$ cat src/hdl/abs_pkg.sv
// Shared types and constants of the ambient brightness smoother.
package abs_pkg;

   // Field widths
   localparam int TIME_BITS    = 32;
   localparam int AMBIENT_BITS = 10;
   localparam int FRAC_BITS    = 16;
   localparam int CAP_BITS     = 8;
   localparam int OUT_BITS     = 8;
   localparam int CSR_DATA_BITS  = 32;
   localparam int CSR_INDEX_BITS = 3;

   // Time comparison runs a few bits of each stamp per cycle
   localparam int TIME_DIGIT_BITS = 4;
   localparam int TIME_DIGITS     = TIME_BITS / TIME_DIGIT_BITS;
   localparam int TIME_CNT_BITS   = $clog2(TIME_DIGITS);

   // Level arithmetic
   localparam int UPDATE_PERIOD_MS = 50;
   localparam int FRAC_ONE    = (2 ** FRAC_BITS) - 1;
   localparam int FRAC_UNIT   = 2 ** FRAC_BITS;
   localparam int SNAP_THRESH = FRAC_ONE / 100;
   localparam int GAIN_NEW    = (15 * FRAC_UNIT + 50) / 100;
   localparam int GAIN_OLD    = FRAC_UNIT - GAIN_NEW;
   localparam int GLIDE_CNT_BITS = $clog2(FRAC_BITS);

   // Target: round(ambient * FRAC_ONE / ADC_MAX) split as
   // ambient * 2^COARSE_SHIFT plus a short quotient of a serial divide
   localparam int ADC_MAX      = (2 ** AMBIENT_BITS) - 1;
   localparam int ADC_SPAN     = 2 * ADC_MAX;
   localparam int COARSE_SHIFT = FRAC_BITS - AMBIENT_BITS;
   localparam int FINE_MUL     = 2 * (FRAC_ONE - ADC_MAX * (2 ** COARSE_SHIFT));
   localparam int DIV_STEPS    = COARSE_SHIFT;
   localparam int DIV_BITS     = FRAC_BITS + 1;
   localparam int DIV_CNT_BITS = $clog2(DIV_STEPS);

   // Output scaling lanes
   localparam int SCALE_LANES    = 3;
   localparam int LANE_BACKLIGHT = 0;
   localparam int LANE_SEGMENT   = 1;
   localparam int LANE_BAR       = 2;
   localparam int SCALE_CNT_BITS = $clog2(CAP_BITS);

   // Register indexes
   localparam logic [CSR_INDEX_BITS-1:0] CSR_AUTO_ENABLE     = 3'd0;
   localparam logic [CSR_INDEX_BITS-1:0] CSR_SAMPLE_INTERVAL = 3'd1;
   localparam logic [CSR_INDEX_BITS-1:0] CSR_BACKLIGHT_CAP   = 3'd2;
   localparam logic [CSR_INDEX_BITS-1:0] CSR_SEGMENT_CAP     = 3'd3;
   localparam logic [CSR_INDEX_BITS-1:0] CSR_BAR_CAP         = 3'd4;

   // Register reset values
   localparam logic [TIME_BITS-1:0] SAMPLE_INTERVAL_RESET = 32'd1000;
   localparam logic [CAP_BITS-1:0]  CAP_RESET             = 8'd255;

   typedef struct packed {
      logic [TIME_BITS-1:0]    now_ms;
      logic [AMBIENT_BITS-1:0] ambient;
   } req_word_type;

   typedef struct packed {
      logic [OUT_BITS-1:0] backlight_level;
      logic [OUT_BITS-1:0] segment_level;
      logic [OUT_BITS-1:0] bar_level;
      logic                settling;
   } rsp_word_type;

endpackage

$ cat src/hdl/abs_time_cmp.sv
// Digit-serial check that a wrapped time difference reaches a limit.
module abs_time_cmp (
   input  logic                           clock,
   input  logic                           reset,
   input  logic                           start,
   input  logic [abs_pkg::TIME_BITS-1:0]  now_ms,
   input  logic [abs_pkg::TIME_BITS-1:0]  last_ms,
   input  logic [abs_pkg::TIME_BITS-1:0]  limit_ms,
   output logic                           done,
   output logic                           at_least
);

   localparam int DB = abs_pkg::TIME_DIGIT_BITS;

   logic                                busy_ff, busy_in;
   logic                                done_ff, done_in;
   logic                                ge_ff, ge_in;
   logic [abs_pkg::TIME_CNT_BITS-1:0]   cnt_ff, cnt_in;
   logic                                bw1_ff, bw1_in;
   logic                                bw2_ff, bw2_in;
   logic [abs_pkg::TIME_BITS-1:0]       now_sr_ff, now_sr_in;
   logic [abs_pkg::TIME_BITS-1:0]       last_sr_ff, last_sr_in;
   logic [abs_pkg::TIME_BITS-1:0]       lim_sr_ff, lim_sr_in;
   logic [DB:0]                         diff1;
   logic [DB:0]                         diff2;

   // One digit of (now - last) and of (difference - limit)
   assign diff1 = {1'b0, now_sr_ff[DB-1:0]} - {1'b0, last_sr_ff[DB-1:0]}
                  - {{DB{1'b0}}, bw1_ff};
   assign diff2 = {1'b0, diff1[DB-1:0]} - {1'b0, lim_sr_ff[DB-1:0]}
                  - {{DB{1'b0}}, bw2_ff};

   always_comb begin
      busy_in    = busy_ff;
      done_in    = 1'b0;
      ge_in      = ge_ff;
      cnt_in     = cnt_ff;
      bw1_in     = bw1_ff;
      bw2_in     = bw2_ff;
      now_sr_in  = now_sr_ff;
      last_sr_in = last_sr_ff;
      lim_sr_in  = lim_sr_ff;
      if (start) begin
         // load operands, clear borrows
         busy_in    = 1'b1;
         cnt_in     = '0;
         bw1_in     = 1'b0;
         bw2_in     = 1'b0;
         now_sr_in  = now_ms;
         last_sr_in = last_ms;
         lim_sr_in  = limit_ms;
      end else if (busy_ff) begin
         // advance one digit, least significant first
         bw1_in     = diff1[DB];
         bw2_in     = diff2[DB];
         now_sr_in  = now_sr_ff >> DB;
         last_sr_in = last_sr_ff >> DB;
         lim_sr_in  = lim_sr_ff >> DB;
         cnt_in     = cnt_ff + 1'b1;
         if (cnt_ff == abs_pkg::TIME_CNT_BITS'(abs_pkg::TIME_DIGITS - 1)) begin
            busy_in = 1'b0;
            done_in = 1'b1;
            ge_in   = ~diff2[DB];
         end
      end
   end

   always_ff @(posedge clock) begin
      if (reset) begin
         busy_ff <= 1'b0;
         done_ff <= 1'b0;
         cnt_ff  <= '0;
      end else begin
         busy_ff <= busy_in;
         done_ff <= done_in;
         cnt_ff  <= cnt_in;
      end
      ge_ff      <= ge_in;
      bw1_ff     <= bw1_in;
      bw2_ff     <= bw2_in;
      now_sr_ff  <= now_sr_in;
      last_sr_ff <= last_sr_in;
      lim_sr_ff  <= lim_sr_in;
   end

   assign done     = done_ff;
   assign at_least = ge_ff;

endmodule

$ cat src/hdl/abs_target_div.sv
// Serial restoring divide that turns a light sample into a target level.
module abs_target_div (
   input  logic                              clock,
   input  logic                              reset,
   input  logic                              start,
   input  logic [abs_pkg::AMBIENT_BITS-1:0]  ambient,
   output logic [abs_pkg::FRAC_BITS-1:0]     target
);

   localparam int DW = abs_pkg::DIV_BITS;
   localparam int QW = abs_pkg::DIV_STEPS;
   localparam logic [DW-1:0] DVS_START = DW'(abs_pkg::ADC_SPAN * (2 ** (QW - 1)));

   logic                               busy_ff, busy_in;
   logic [abs_pkg::DIV_CNT_BITS-1:0]   cnt_ff, cnt_in;
   logic [DW-1:0]                      rem_ff, rem_in;
   logic [DW-1:0]                      dvs_ff, dvs_in;
   logic [QW-1:0]                      quo_ff, quo_in;
   logic [abs_pkg::AMBIENT_BITS-1:0]   amb_ff, amb_in;
   logic [DW-1:0]                      dividend;

   // Rounding numerator of the fine part: FINE_MUL * ambient + ADC_MAX
   assign dividend = DW'(ambient) * DW'(abs_pkg::FINE_MUL) + DW'(abs_pkg::ADC_MAX);

   always_comb begin
      busy_in = busy_ff;
      cnt_in  = cnt_ff;
      rem_in  = rem_ff;
      dvs_in  = dvs_ff;
      quo_in  = quo_ff;
      amb_in  = amb_ff;
      if (start) begin
         busy_in = 1'b1;
         cnt_in  = '0;
         rem_in  = dividend;
         dvs_in  = DVS_START;
         quo_in  = '0;
         amb_in  = ambient;
      end else if (busy_ff) begin
         // one quotient bit per cycle
         if (rem_ff >= dvs_ff) begin
            rem_in = rem_ff - dvs_ff;
            quo_in = {quo_ff[QW-2:0], 1'b1};
         end else begin
            quo_in = {quo_ff[QW-2:0], 1'b0};
         end
         dvs_in = dvs_ff >> 1;
         cnt_in = cnt_ff + 1'b1;
         if (cnt_ff == abs_pkg::DIV_CNT_BITS'(QW - 1)) begin
            busy_in = 1'b0;
         end
      end
   end

   always_ff @(posedge clock) begin
      if (reset) begin
         busy_ff <= 1'b0;
         cnt_ff  <= '0;
      end else begin
         busy_ff <= busy_in;
         cnt_ff  <= cnt_in;
      end
      rem_ff <= rem_in;
      dvs_ff <= dvs_in;
      quo_ff <= quo_in;
      amb_ff <= amb_in;
   end

   // Coarse part is the sample shifted up, fine part the quotient
   assign target = {amb_ff, {abs_pkg::COARSE_SHIFT{1'b0}}}
                   + {{(abs_pkg::FRAC_BITS - QW){1'b0}}, quo_ff};

endmodule

$ cat src/hdl/abs_glide_mul.sv
// Bit-serial weighted blend of target and level for the glide step.
module abs_glide_mul (
   input  logic                           clock,
   input  logic                           reset,
   input  logic                           start,
   input  logic [abs_pkg::FRAC_BITS-1:0]  target,
   input  logic [abs_pkg::FRAC_BITS-1:0]  level,
   output logic                           done,
   output logic [abs_pkg::FRAC_BITS-1:0]  blend
);

   localparam int FB = abs_pkg::FRAC_BITS;
   localparam logic [FB-1:0] GAIN_NEW_C = FB'(abs_pkg::GAIN_NEW);
   localparam logic [FB-1:0] GAIN_OLD_C = FB'(abs_pkg::GAIN_OLD);

   logic                                busy_ff, busy_in;
   logic                                done_ff, done_in;
   logic [abs_pkg::GLIDE_CNT_BITS-1:0]  cnt_ff, cnt_in;
   logic [FB-1:0]                       tgt_sr_ff, tgt_sr_in;
   logic [FB-1:0]                       lvl_sr_ff, lvl_sr_in;
   logic [FB:0]                         acc_ff, acc_in;
   logic [FB-1:0]                       add_new;
   logic [FB-1:0]                       add_old;
   logic [FB+1:0]                       sum;

   // Add both partial products of this bit, then drop the bit below
   assign add_new = tgt_sr_ff[0] ? GAIN_NEW_C : '0;
   assign add_old = lvl_sr_ff[0] ? GAIN_OLD_C : '0;
   assign sum     = {1'b0, acc_ff} + {2'b00, add_new} + {2'b00, add_old};

   always_comb begin
      busy_in   = busy_ff;
      done_in   = 1'b0;
      cnt_in    = cnt_ff;
      tgt_sr_in = tgt_sr_ff;
      lvl_sr_in = lvl_sr_ff;
      acc_in    = acc_ff;
      if (start) begin
         busy_in   = 1'b1;
         cnt_in    = '0;
         tgt_sr_in = target;
         lvl_sr_in = level;
         acc_in    = '0;
      end else if (busy_ff) begin
         acc_in    = sum[FB+1:1];
         tgt_sr_in = tgt_sr_ff >> 1;
         lvl_sr_in = lvl_sr_ff >> 1;
         cnt_in    = cnt_ff + 1'b1;
         if (cnt_ff == abs_pkg::GLIDE_CNT_BITS'(FB - 1)) begin
            busy_in = 1'b0;
            done_in = 1'b1;
         end
      end
   end

   always_ff @(posedge clock) begin
      if (reset) begin
         busy_ff <= 1'b0;
         done_ff <= 1'b0;
         cnt_ff  <= '0;
      end else begin
         busy_ff <= busy_in;
         done_ff <= done_in;
         cnt_ff  <= cnt_in;
      end
      tgt_sr_ff <= tgt_sr_in;
      lvl_sr_ff <= lvl_sr_in;
      acc_ff    <= acc_in;
   end

   assign done  = done_ff;
   assign blend = acc_ff[FB-1:0];

endmodule

$ cat src/hdl/abs_scale_mul.sv
// Bit-serial scaling of the level by each brightness cap, one lane per output.
module abs_scale_mul (
   input  logic                                                 clock,
   input  logic                                                 reset,
   input  logic                                                 start,
   input  logic [abs_pkg::FRAC_BITS-1:0]                        level,
   input  logic [abs_pkg::SCALE_LANES-1:0][abs_pkg::CAP_BITS-1:0] caps,
   output logic                                                 done,
   output logic [abs_pkg::SCALE_LANES-1:0][abs_pkg::OUT_BITS-1:0] levels
);

   localparam int FB = abs_pkg::FRAC_BITS;
   localparam int NL = abs_pkg::SCALE_LANES;
   localparam int CB = abs_pkg::CAP_BITS;

   logic                                busy_ff, busy_in;
   logic                                done_ff, done_in;
   logic [abs_pkg::SCALE_CNT_BITS-1:0]  cnt_ff, cnt_in;
   logic [FB-1:0]                       lvl_ff, lvl_in;
   logic [NL-1:0][CB-1:0]               cap_sr_ff, cap_sr_in;
   logic [NL-1:0][FB-1:0]               acc_ff, acc_in;
   logic [NL-1:0][FB:0]                 sum;

   always_comb begin
      busy_in   = busy_ff;
      done_in   = 1'b0;
      cnt_in    = cnt_ff;
      lvl_in    = lvl_ff;
      cap_sr_in = cap_sr_ff;
      acc_in    = acc_ff;
      for (int l = 0; l < NL; l++) begin
         sum[l] = {1'b0, acc_ff[l]} + (cap_sr_ff[l][0] ? {1'b0, lvl_ff} : '0);
      end
      if (start) begin
         busy_in   = 1'b1;
         cnt_in    = '0;
         lvl_in    = level;
         cap_sr_in = caps;
         acc_in    = '0;
      end else if (busy_ff) begin
         // add the level where the cap bit is set, then shift down
         for (int l = 0; l < NL; l++) begin
            acc_in[l]    = sum[l][FB:1];
            cap_sr_in[l] = cap_sr_ff[l] >> 1;
         end
         cnt_in = cnt_ff + 1'b1;
         if (cnt_ff == abs_pkg::SCALE_CNT_BITS'(CB - 1)) begin
            busy_in = 1'b0;
            done_in = 1'b1;
         end
      end
   end

   always_ff @(posedge clock) begin
      if (reset) begin
         busy_ff <= 1'b0;
         done_ff <= 1'b0;
         cnt_ff  <= '0;
      end else begin
         busy_ff <= busy_in;
         done_ff <= done_in;
         cnt_ff  <= cnt_in;
      end
      lvl_ff    <= lvl_in;
      cap_sr_ff <= cap_sr_in;
      acc_ff    <= acc_in;
   end

   // Accumulator holds level*cap >> CAP_BITS; take the byte above
   always_comb begin
      for (int l = 0; l < NL; l++) begin
         levels[l] = acc_ff[l][FB-1:FB-abs_pkg::OUT_BITS];
      end
   end

   assign done = done_ff;

endmodule

$ cat src/hdl/ambient_brightness_smoother_core.sv
// Ambient brightness smoother: time checks, target divide, glide and output scaling.
// An accepted word runs the time checks; if an update is due, the level snaps or glides
// by the bit-serial blend, is scaled, and the result waits while rsp_stall holds the output.
// One word at a time: the next word is accepted in the cycle after the result is loaded,
// when the time checks find no update due, and the cycle after a word taken while disabled.
// Synchronous reset clears the control and smoother state and loads the register defaults.
module ambient_brightness_smoother_core (
   input  logic                                 clock,
   input  logic                                 reset,
   input  logic                                 req_valid,
   output logic                                 req_stall,
   input  abs_pkg::req_word_type                req_word,
   output logic                                 rsp_valid,
   input  logic                                 rsp_stall,
   output abs_pkg::rsp_word_type                rsp_word,
   input  logic                                 csr_write_en,
   input  logic [abs_pkg::CSR_INDEX_BITS-1:0]   csr_index,
   input  logic [abs_pkg::CSR_DATA_BITS-1:0]    csr_wdata
);

   localparam int TB = abs_pkg::TIME_BITS;
   localparam int FB = abs_pkg::FRAC_BITS;
   localparam int CB = abs_pkg::CAP_BITS;

   typedef enum logic [2:0] {
      ST_IDLE,
      ST_TIME,
      ST_DECIDE,
      ST_GLIDE,
      ST_SCALE,
      ST_EMIT
   } state_type;

   state_type                     state_ff, state_in;

   // Configuration
   logic                          auto_enable_ff, auto_enable_in;
   logic [TB-1:0]                 interval_ff, interval_in;
   logic [CB-1:0]                 backlight_cap_ff, backlight_cap_in;
   logic [CB-1:0]                 segment_cap_ff, segment_cap_in;
   logic [CB-1:0]                 bar_cap_ff, bar_cap_in;

   // Smoother state
   logic [TB-1:0]                 last_sample_ff, last_sample_in;
   logic [TB-1:0]                 last_update_ff, last_update_in;
   logic                          settling_ff, settling_in;
   logic [FB-1:0]                 target_ff, target_in;
   logic [FB-1:0]                 level_ff, level_in;

   // Sequencing
   logic                          cmp_start_ff, cmp_start_in;
   logic                          glide_start_ff, glide_start_in;
   logic                          scale_start_ff, scale_start_in;
   logic                          rsp_valid_ff, rsp_valid_in;
   abs_pkg::rsp_word_type         rsp_word_ff, rsp_word_in;
   logic [TB-1:0]                 now_ff, now_in;
   logic [abs_pkg::AMBIENT_BITS-1:0] amb_ff, amb_in;

   // Unit results
   logic                          sample_done;
   logic                          sample_due;
   logic                          update_done;
   logic                          update_due;
   logic [FB-1:0]                 div_target;
   logic                          glide_done;
   logic [FB-1:0]                 glide_level;
   logic                          scale_done;
   logic [abs_pkg::SCALE_LANES-1:0][CB-1:0]              caps;
   logic [abs_pkg::SCALE_LANES-1:0][abs_pkg::OUT_BITS-1:0] scaled;
   logic [FB-1:0]                 level_gap;

   abs_time_cmp u_sample_cmp (
      .clock    (clock),
      .reset    (reset),
      .start    (cmp_start_ff),
      .now_ms   (now_ff),
      .last_ms  (last_sample_ff),
      .limit_ms (interval_ff),
      .done     (sample_done),
      .at_least (sample_due)
   );

   abs_time_cmp u_update_cmp (
      .clock    (clock),
      .reset    (reset),
      .start    (cmp_start_ff),
      .now_ms   (now_ff),
      .last_ms  (last_update_ff),
      .limit_ms (TB'(abs_pkg::UPDATE_PERIOD_MS)),
      .done     (update_done),
      .at_least (update_due)
   );

   // Finishes before the time checks, which run longer
   abs_target_div u_target_div (
      .clock   (clock),
      .reset   (reset),
      .start   (cmp_start_ff),
      .ambient (amb_ff),
      .target  (div_target)
   );

   abs_glide_mul u_glide_mul (
      .clock  (clock),
      .reset  (reset),
      .start  (glide_start_ff),
      .target (target_ff),
      .level  (level_ff),
      .done   (glide_done),
      .blend  (glide_level)
   );

   always_comb begin
      caps[abs_pkg::LANE_BACKLIGHT] = backlight_cap_ff;
      caps[abs_pkg::LANE_SEGMENT]   = segment_cap_ff;
      caps[abs_pkg::LANE_BAR]       = bar_cap_ff;
   end

   abs_scale_mul u_scale_mul (
      .clock  (clock),
      .reset  (reset),
      .start  (scale_start_ff),
      .level  (level_ff),
      .caps   (caps),
      .done   (scale_done),
      .levels (scaled)
   );

   // Distance between level and target
   assign level_gap = (level_ff >= target_ff) ? (level_ff - target_ff)
                                               : (target_ff - level_ff);

   always_comb begin
      state_in         = state_ff;
      auto_enable_in   = auto_enable_ff;
      interval_in      = interval_ff;
      backlight_cap_in = backlight_cap_ff;
      segment_cap_in   = segment_cap_ff;
      bar_cap_in       = bar_cap_ff;
      last_sample_in   = last_sample_ff;
      last_update_in   = last_update_ff;
      settling_in      = settling_ff;
      target_in        = target_ff;
      level_in         = level_ff;
      cmp_start_in     = 1'b0;
      glide_start_in   = 1'b0;
      scale_start_in   = 1'b0;
      rsp_valid_in     = rsp_valid_ff;
      rsp_word_in      = rsp_word_ff;
      now_in           = now_ff;
      amb_in           = amb_ff;

      // Drop the result word once taken
      if (rsp_valid_ff && !rsp_stall) begin
         rsp_valid_in = 1'b0;
      end

      // Register writes
      if (csr_write_en) begin
         case (csr_index)
            abs_pkg::CSR_AUTO_ENABLE:     auto_enable_in   = csr_wdata[0];
            abs_pkg::CSR_SAMPLE_INTERVAL: interval_in      = csr_wdata[TB-1:0];
            abs_pkg::CSR_BACKLIGHT_CAP:   backlight_cap_in = csr_wdata[CB-1:0];
            abs_pkg::CSR_SEGMENT_CAP:     segment_cap_in   = csr_wdata[CB-1:0];
            abs_pkg::CSR_BAR_CAP:         bar_cap_in       = csr_wdata[CB-1:0];
            default: ;
         endcase
      end

      case (state_ff)
         ST_IDLE: begin
            // Take a word; ignore it while disabled
            if (req_valid && auto_enable_ff) begin
               now_in       = req_word.now_ms;
               amb_in       = req_word.ambient;
               cmp_start_in = 1'b1;
               state_in     = ST_TIME;
            end
         end
         ST_TIME: begin
            if (sample_done) begin
               if (sample_due && !settling_ff) begin
                  last_sample_in = now_ff;
                  target_in      = div_target;
               end
               if (update_done && update_due) begin
                  last_update_in = now_ff;
                  state_in       = ST_DECIDE;
               end else begin
                  state_in = ST_IDLE;
               end
            end
         end
         ST_DECIDE: begin
            // Glide when far from the target, otherwise snap
            if (level_gap > FB'(abs_pkg::SNAP_THRESH)) begin
               glide_start_in = 1'b1;
               state_in       = ST_GLIDE;
            end else begin
               level_in       = target_ff;
               settling_in    = 1'b0;
               scale_start_in = 1'b1;
               state_in       = ST_SCALE;
            end
         end
         ST_GLIDE: begin
            if (glide_done) begin
               level_in       = glide_level;
               settling_in    = 1'b1;
               scale_start_in = 1'b1;
               state_in       = ST_SCALE;
            end
         end
         ST_SCALE: begin
            if (scale_done) begin
               state_in = ST_EMIT;
            end
         end
         ST_EMIT: begin
            // Hold until the output register is free
            if (!rsp_valid_ff || !rsp_stall) begin
               rsp_valid_in                = 1'b1;
               rsp_word_in.backlight_level = scaled[abs_pkg::LANE_BACKLIGHT];
               rsp_word_in.segment_level   = scaled[abs_pkg::LANE_SEGMENT];
               rsp_word_in.bar_level       = scaled[abs_pkg::LANE_BAR];
               rsp_word_in.settling        = settling_ff;
               state_in                    = ST_IDLE;
            end
         end
         default: begin
            state_in = ST_IDLE;
         end
      endcase
   end

   always_ff @(posedge clock) begin
      if (reset) begin
         state_ff         <= ST_IDLE;
         auto_enable_ff   <= 1'b0;
         interval_ff      <= abs_pkg::SAMPLE_INTERVAL_RESET;
         backlight_cap_ff <= abs_pkg::CAP_RESET;
         segment_cap_ff   <= abs_pkg::CAP_RESET;
         bar_cap_ff       <= abs_pkg::CAP_RESET;
         last_sample_ff   <= '0;
         last_update_ff   <= '0;
         settling_ff      <= 1'b0;
         target_ff        <= '0;
         level_ff         <= '0;
         cmp_start_ff     <= 1'b0;
         glide_start_ff   <= 1'b0;
         scale_start_ff   <= 1'b0;
         rsp_valid_ff     <= 1'b0;
      end else begin
         state_ff         <= state_in;
         auto_enable_ff   <= auto_enable_in;
         interval_ff      <= interval_in;
         backlight_cap_ff <= backlight_cap_in;
         segment_cap_ff   <= segment_cap_in;
         bar_cap_ff       <= bar_cap_in;
         last_sample_ff   <= last_sample_in;
         last_update_ff   <= last_update_in;
         settling_ff      <= settling_in;
         target_ff        <= target_in;
         level_ff         <= level_in;
         cmp_start_ff     <= cmp_start_in;
         glide_start_ff   <= glide_start_in;
         scale_start_ff   <= scale_start_in;
         rsp_valid_ff     <= rsp_valid_in;
      end
      rsp_word_ff <= rsp_word_in;
      now_ff      <= now_in;
      amb_ff      <= amb_in;
   end

   assign req_stall = (state_ff != ST_IDLE);
   assign rsp_valid = rsp_valid_ff;
   assign rsp_word  = rsp_word_ff;

endmodule
$ cat config.mk
export PLATFORM = sky130hd
export DESIGN_NAME = ambient_brightness_smoother_core
export DESIGN_NICKNAME = d
export VERILOG_FILES = /design/src/hdl/abs_pkg.sv /design/src/hdl/abs_time_cmp.sv /design/src/hdl/abs_target_div.sv /design/src/hdl/abs_glide_mul.sv /design/src/hdl/abs_scale_mul.sv /design/src/hdl/ambient_brightness_smoother_core.sv
export SDC_FILE = /design/constraint.sdc
export NUM_CORES = 1
export LEC_CHECK = 0
export BUFFER_PORTS_ARGS = -buffer_cell sky130_fd_sc_hd__buf_2
export CAP_MARGIN = 20
export CORE_ASPECT_RATIO = 0.75
export CORE_UTILIZATION = 35
export CTS_CLUSTER_DIAMETER = 60
export DETAILED_ROUTE_END_ITERATION = 16
export HOLD_SLACK_MARGIN = 0.15
export PLACE_DENSITY = 0.49
export SLEW_MARGIN = 15
export SYNTH_ARGS = -nofsm -noshare
export SYNTH_HDL_FRONTEND = slang
export SYNTH_SLANG_ARGS = --single-unit
export TNS_END_PERCENT = 30
$ cat constraint.sdc
create_clock -name clock -period 11.1 [get_ports clock]
set_clock_uncertainty 0.05 [all_clocks]
set_input_delay 2.22 -clock clock [delete_from_list [all_inputs] [get_ports clock]]
set_output_delay 2.22 -clock clock [all_outputs]
set_load 0.01 [all_outputs]
==> results by group <==
Status
  – Status: completed

Routing
  – Wirelength per Cell: between 15 and 20 µm
  – Drt total wl: about 69 mm
  – DR vias: ~20000
  – Router iterations before antenna repair: 7
  – DR vias/cell: around 4.9
  – Post-route DRC: 0
  – Initial DRC Count: 1219
  – Antenna Nets Post-Route: 0

GRT
  – First-pass GRT wire length: approximately 110 mm
  – GRT Total Usage: 15.8%
  – Number of antenna violations at the first check in global routing: 1
  – Remaining global-route overflow: 0
  – Number of global-route vias before repair: 20200
  – Largest net degree at the start of global routing: 100

Synth
  – Post-synth EDFFs: roughly 330
  – Leading cell types by count after synthesis: 382 x nand2_1, 328 x edfxtp_1, 280 x dfxtp_1
  – Mapped Area: 30100 µm²
  – Synthesized instance count: about 2900
  – Synth area leader: edfxtp_1
  – Seq cells post-synth: ~600
  – Unique masters post-synth: between 80 and 90
  – Synth warnings: 0
  – Most frequent cell after synthesis: nand2_1
  – Main synth FF type: edfxtp_1
  – Asr flop ratio synth: 0%
  – Top-area cell type share of the netlist area: 32.7%
  – Synth top area cells: edfxtp_1 33%, dfxtp_1 19%, ha_1 7.1%, mux2_2 5.7%, nand2_1 4.8%
  – Syn Nets: between 3000 and 4000
  – Seq/Total Area, Yosys: about half
  – Syn_area_per_cell: approximately 11 µm²

Timing
  – Fmax: 0.179 GHz
  – RSZ-0062 raised after global routing: false
  – Setup-failing EPs final: 0
  – Setup tns final: 0 ns
  – Max transition margin: about 28%
  – Slew @ Worst Pin: between 1 and 1.5 ns
  – Fin crit share: around half
  – Hold Vio Cnt, Final: 0
  – Max-slew violation count: 0
  – Hold Slack: 0.399 ns
  – Post-layout min period: 5.60 ns

Worst setup path
  – Crit path cell chain: inv_1 -> fa_1 -> inv_1 -> fa_1 -> inv_1 -> fa_1 -> inv_1 -> ha_1 -> a21o_1 -> a21oi_1 -> o21bai_1 -> a2111oi_0 -> o311ai_0 -> xor2_1 -> nor4b_1 -> xnor2_1 -> nor2_1 -> a31o_2
  – FF-to-FF End: u_target_div.rem_ff[15]
  – Worst path bufs/invs: 4
  – CP endpoint kind: register
  – Most used cell, CP: inv_1
  – CP max-delay cell: a2111oi_0
  – CP required: ~11 ns
  – WP data arrival: approximately 6 ns
  – Crit-path max FO: 4
  – RR Startpoint: amb_ff[3]
  – Reg2Reg Setup Slack: about 5.5 ns
  – FF-to-FF path depth: 18
  – Crit-path leading delay family: adder cells
  – Startpoint Class: register
  – CP Class: register to register
  – Slowest Stage Delay on Critical Path: around 0.72 ns

Clock tree
  – Setup bufs post-CTS: 0
  – CTS tree: done
  – Clk buf depth: 3
  – Cts bufs inserted: 70
  – H-tree depth: 3
  – # hold bufs at CTS: 0
  – CTS Root Cell: clkbuf_16
  – CTS Sinks: between 600 and 700
  – Post-CTS sizing: 0
  – Skew-Pair Late Insertion Delay: between 0.6 and 0.7 ns
  – Reg clk slew, reported paths: roughly 0.060 ns

Place
  – GPL Wtd Cong: just over 0.8
  – Port Buffers: around 110
  – DP Cell Count: about 4000
  – Post-DP HPWL: 45.7 mm
  – Placed cell area: between 30000 and 40000 µm²

Floorplanning
  – Rows: 92
  – Core area: around 85000 µm²
  – I/O Pins: 109
  – Die height: between 200 and 300 µm
  – Initial Utilization: between 30% and 40%
  – Chip width: around 340 µm
  – Total Die Area: between 80000 and 90000 µm²

Power
  – Net Sw Frac: ~24%
  – VDD IR max: 0.0000919 V
  – Sequential share of power: about 47%
  – Combinational share of power: 9.6%
  – Psw: approximately 1.3 mW
  – Int Power: about 4.1 mW
  – Clock power frac: a little over two fifths
  – Leakage: 13.2 nW
  – Power Density: around 160 nW/µm²

Final layout
  – Final Instance Area: 34200 µm²
  – Final Util: 40.4%
  – Fin cells: around 4100
  – Nets@finish: between 3000 and 4000
  – Area grow syn2layout: 13.5%
  – FILL cells: ~8200
  – Layout cells sized above 1: 14.2%

Job
  – Max Cap Viol: 0

Worst hold path
  – Hold Path Stages: 2
  – HP Class: register to register
  – Min-Delay Startpoint: interval_ff[31]
  – Hold Path Sink: interval_ff[31]
worst register-to-register path: stages (launching register included):
cell and delay, ns:
edfxtp_1 0.43, inv_1 0.09, fa_1 0.53, inv_1 0.08, fa_1 0.53, inv_1 0.05, fa_1 0.50, inv_1 0.04
ha_1 0.32, a21o_1 0.20, a21oi_1 0.24, o21bai_1 0.12, a2111oi_0 0.72, o311ai_0 0.33, xor2_1 0.30, nor4b_1 0.37
xnor2_1 0.16, nor2_1 0.05, a31o_2 0.24
flip-flops by register name, summed over array words and instances, names as in the netlist, 24 cells and up:
signal,count
u_update_cmp.now_sr_ff,32
now_ff,32
rsp_word,25
u_scale_mul.cap_sr_ff,24
u_scale_mul.levels,24
u_update_cmp.last_sr_ff,32
u_sample_cmp.now_sr_ff,32
interval_ff,32
last_sample_ff,32
last_update_ff,32
u_scale_mul.acc_ff,24
u_sample_cmp.lim_sr_ff,32
u_sample_cmp.last_sr_ff,32
per-layer routing:
layer | track usage, % | share of wire [%] | up-vias | wire length (µm)
met1 | 23.5 | 51 | 9770 | 35600
li1 | - | - | 10100 | -
met3 | 2.38 | 3.6 | 96 | 2490
met4 | 4.31 | 2.1 | 0 | 1450
met5 | 0 | 0 | - | 0
met2 | 23.5 | 43 | 336 | 29600
power groups by stage:
stage	Sequential, mW	Clock (mW)	Combinational (mW)
6_report	2.49	2.35	0.515
5_1_grt	2.50	2.51	0.588
4_1_cts	2.49	2.42	0.516
3_5_place_dp	2.54	0	0.509
3_3_place_gp	2.54	0	0.496
2_1_floorplan	2.52	0	0.400
stage by stage:
stage                     setup slack (ns)  total power [mW]
after floorplan                       6.11              2.92
final                                 5.50              5.35
after detailed placement              5.52              3.05
after global placement                5.62              3.03
after CTS                             5.51              5.43
after global routing                  5.11              5.60
logic make-up (layout without fill, tap and decap cells):
family	Yosys count	in the layout	synth area share [%]
AOI/OAI and AO/OA	521	521	10.7
muxes	218	218	7.88
DFF	608	608	51.3
xor gates and xnor gates	96	96	2.79
and+or+nand+nor	862	862	13.3
buffers and inverters	349	483	4.42
other	0	1	0
adders and majority gates	209	209	9.61
cell usage in the layout (no fill, tap or decap), types with 58 or more instances in the layout:
cell type	instances
and2_1	69
o21ai_0	120
clkbuf_16	71
edfxtp_1	328
nand2_1	382
a21oi_1	200
mux2_2	152
ha_1	172
nor2_1	184
inv_1	220
xnor2_1	58
dfxtp_1	276
buf_2	107
mux2i_1	66
worst max path at each step:
stage | slack (ns) | from | end | cells past startpoint
after floorplan | 6.11 | amb_ff[3] | u_target_div.rem_ff[15] | 18
after global placement | 5.62 | amb_ff[3] | u_target_div.rem_ff[15] | 18
after detailed placement | 5.52 | amb_ff[3] | u_target_div.rem_ff[15] | 18
after CTS | 5.51 | amb_ff[3] | u_target_div.rem_ff[15] | 18
after global routing | 5.11 | amb_ff[3] | u_target_div.rem_ff[15] | 18
final | 5.50 | amb_ff[3] | u_target_div.rem_ff[15] | 18
area by class of cell:
| cell class | instances | area, µm² | share of cell area, % |
|---|---|---|---|
| Tap cell | 1128 | 1410 | 4.13 |
| Clock inverter | 35 | 405 | 1.19 |
| Clock buffer | 95 | 1970 | 5.76 |
| Timing Repair Buffer | 131 | 739 | 2.16 |
| Sequential cell | 608 | 15500 | 45.3 |
| Antenna cell | 1 | 2.50 | 0.00733 |
| Multi-Input combinational cell | 1906 | 13300 | 39.0 |
| Inverter | 222 | 833 | 2.44 |
Note: power is estimated with default switching activity, not from simulation.
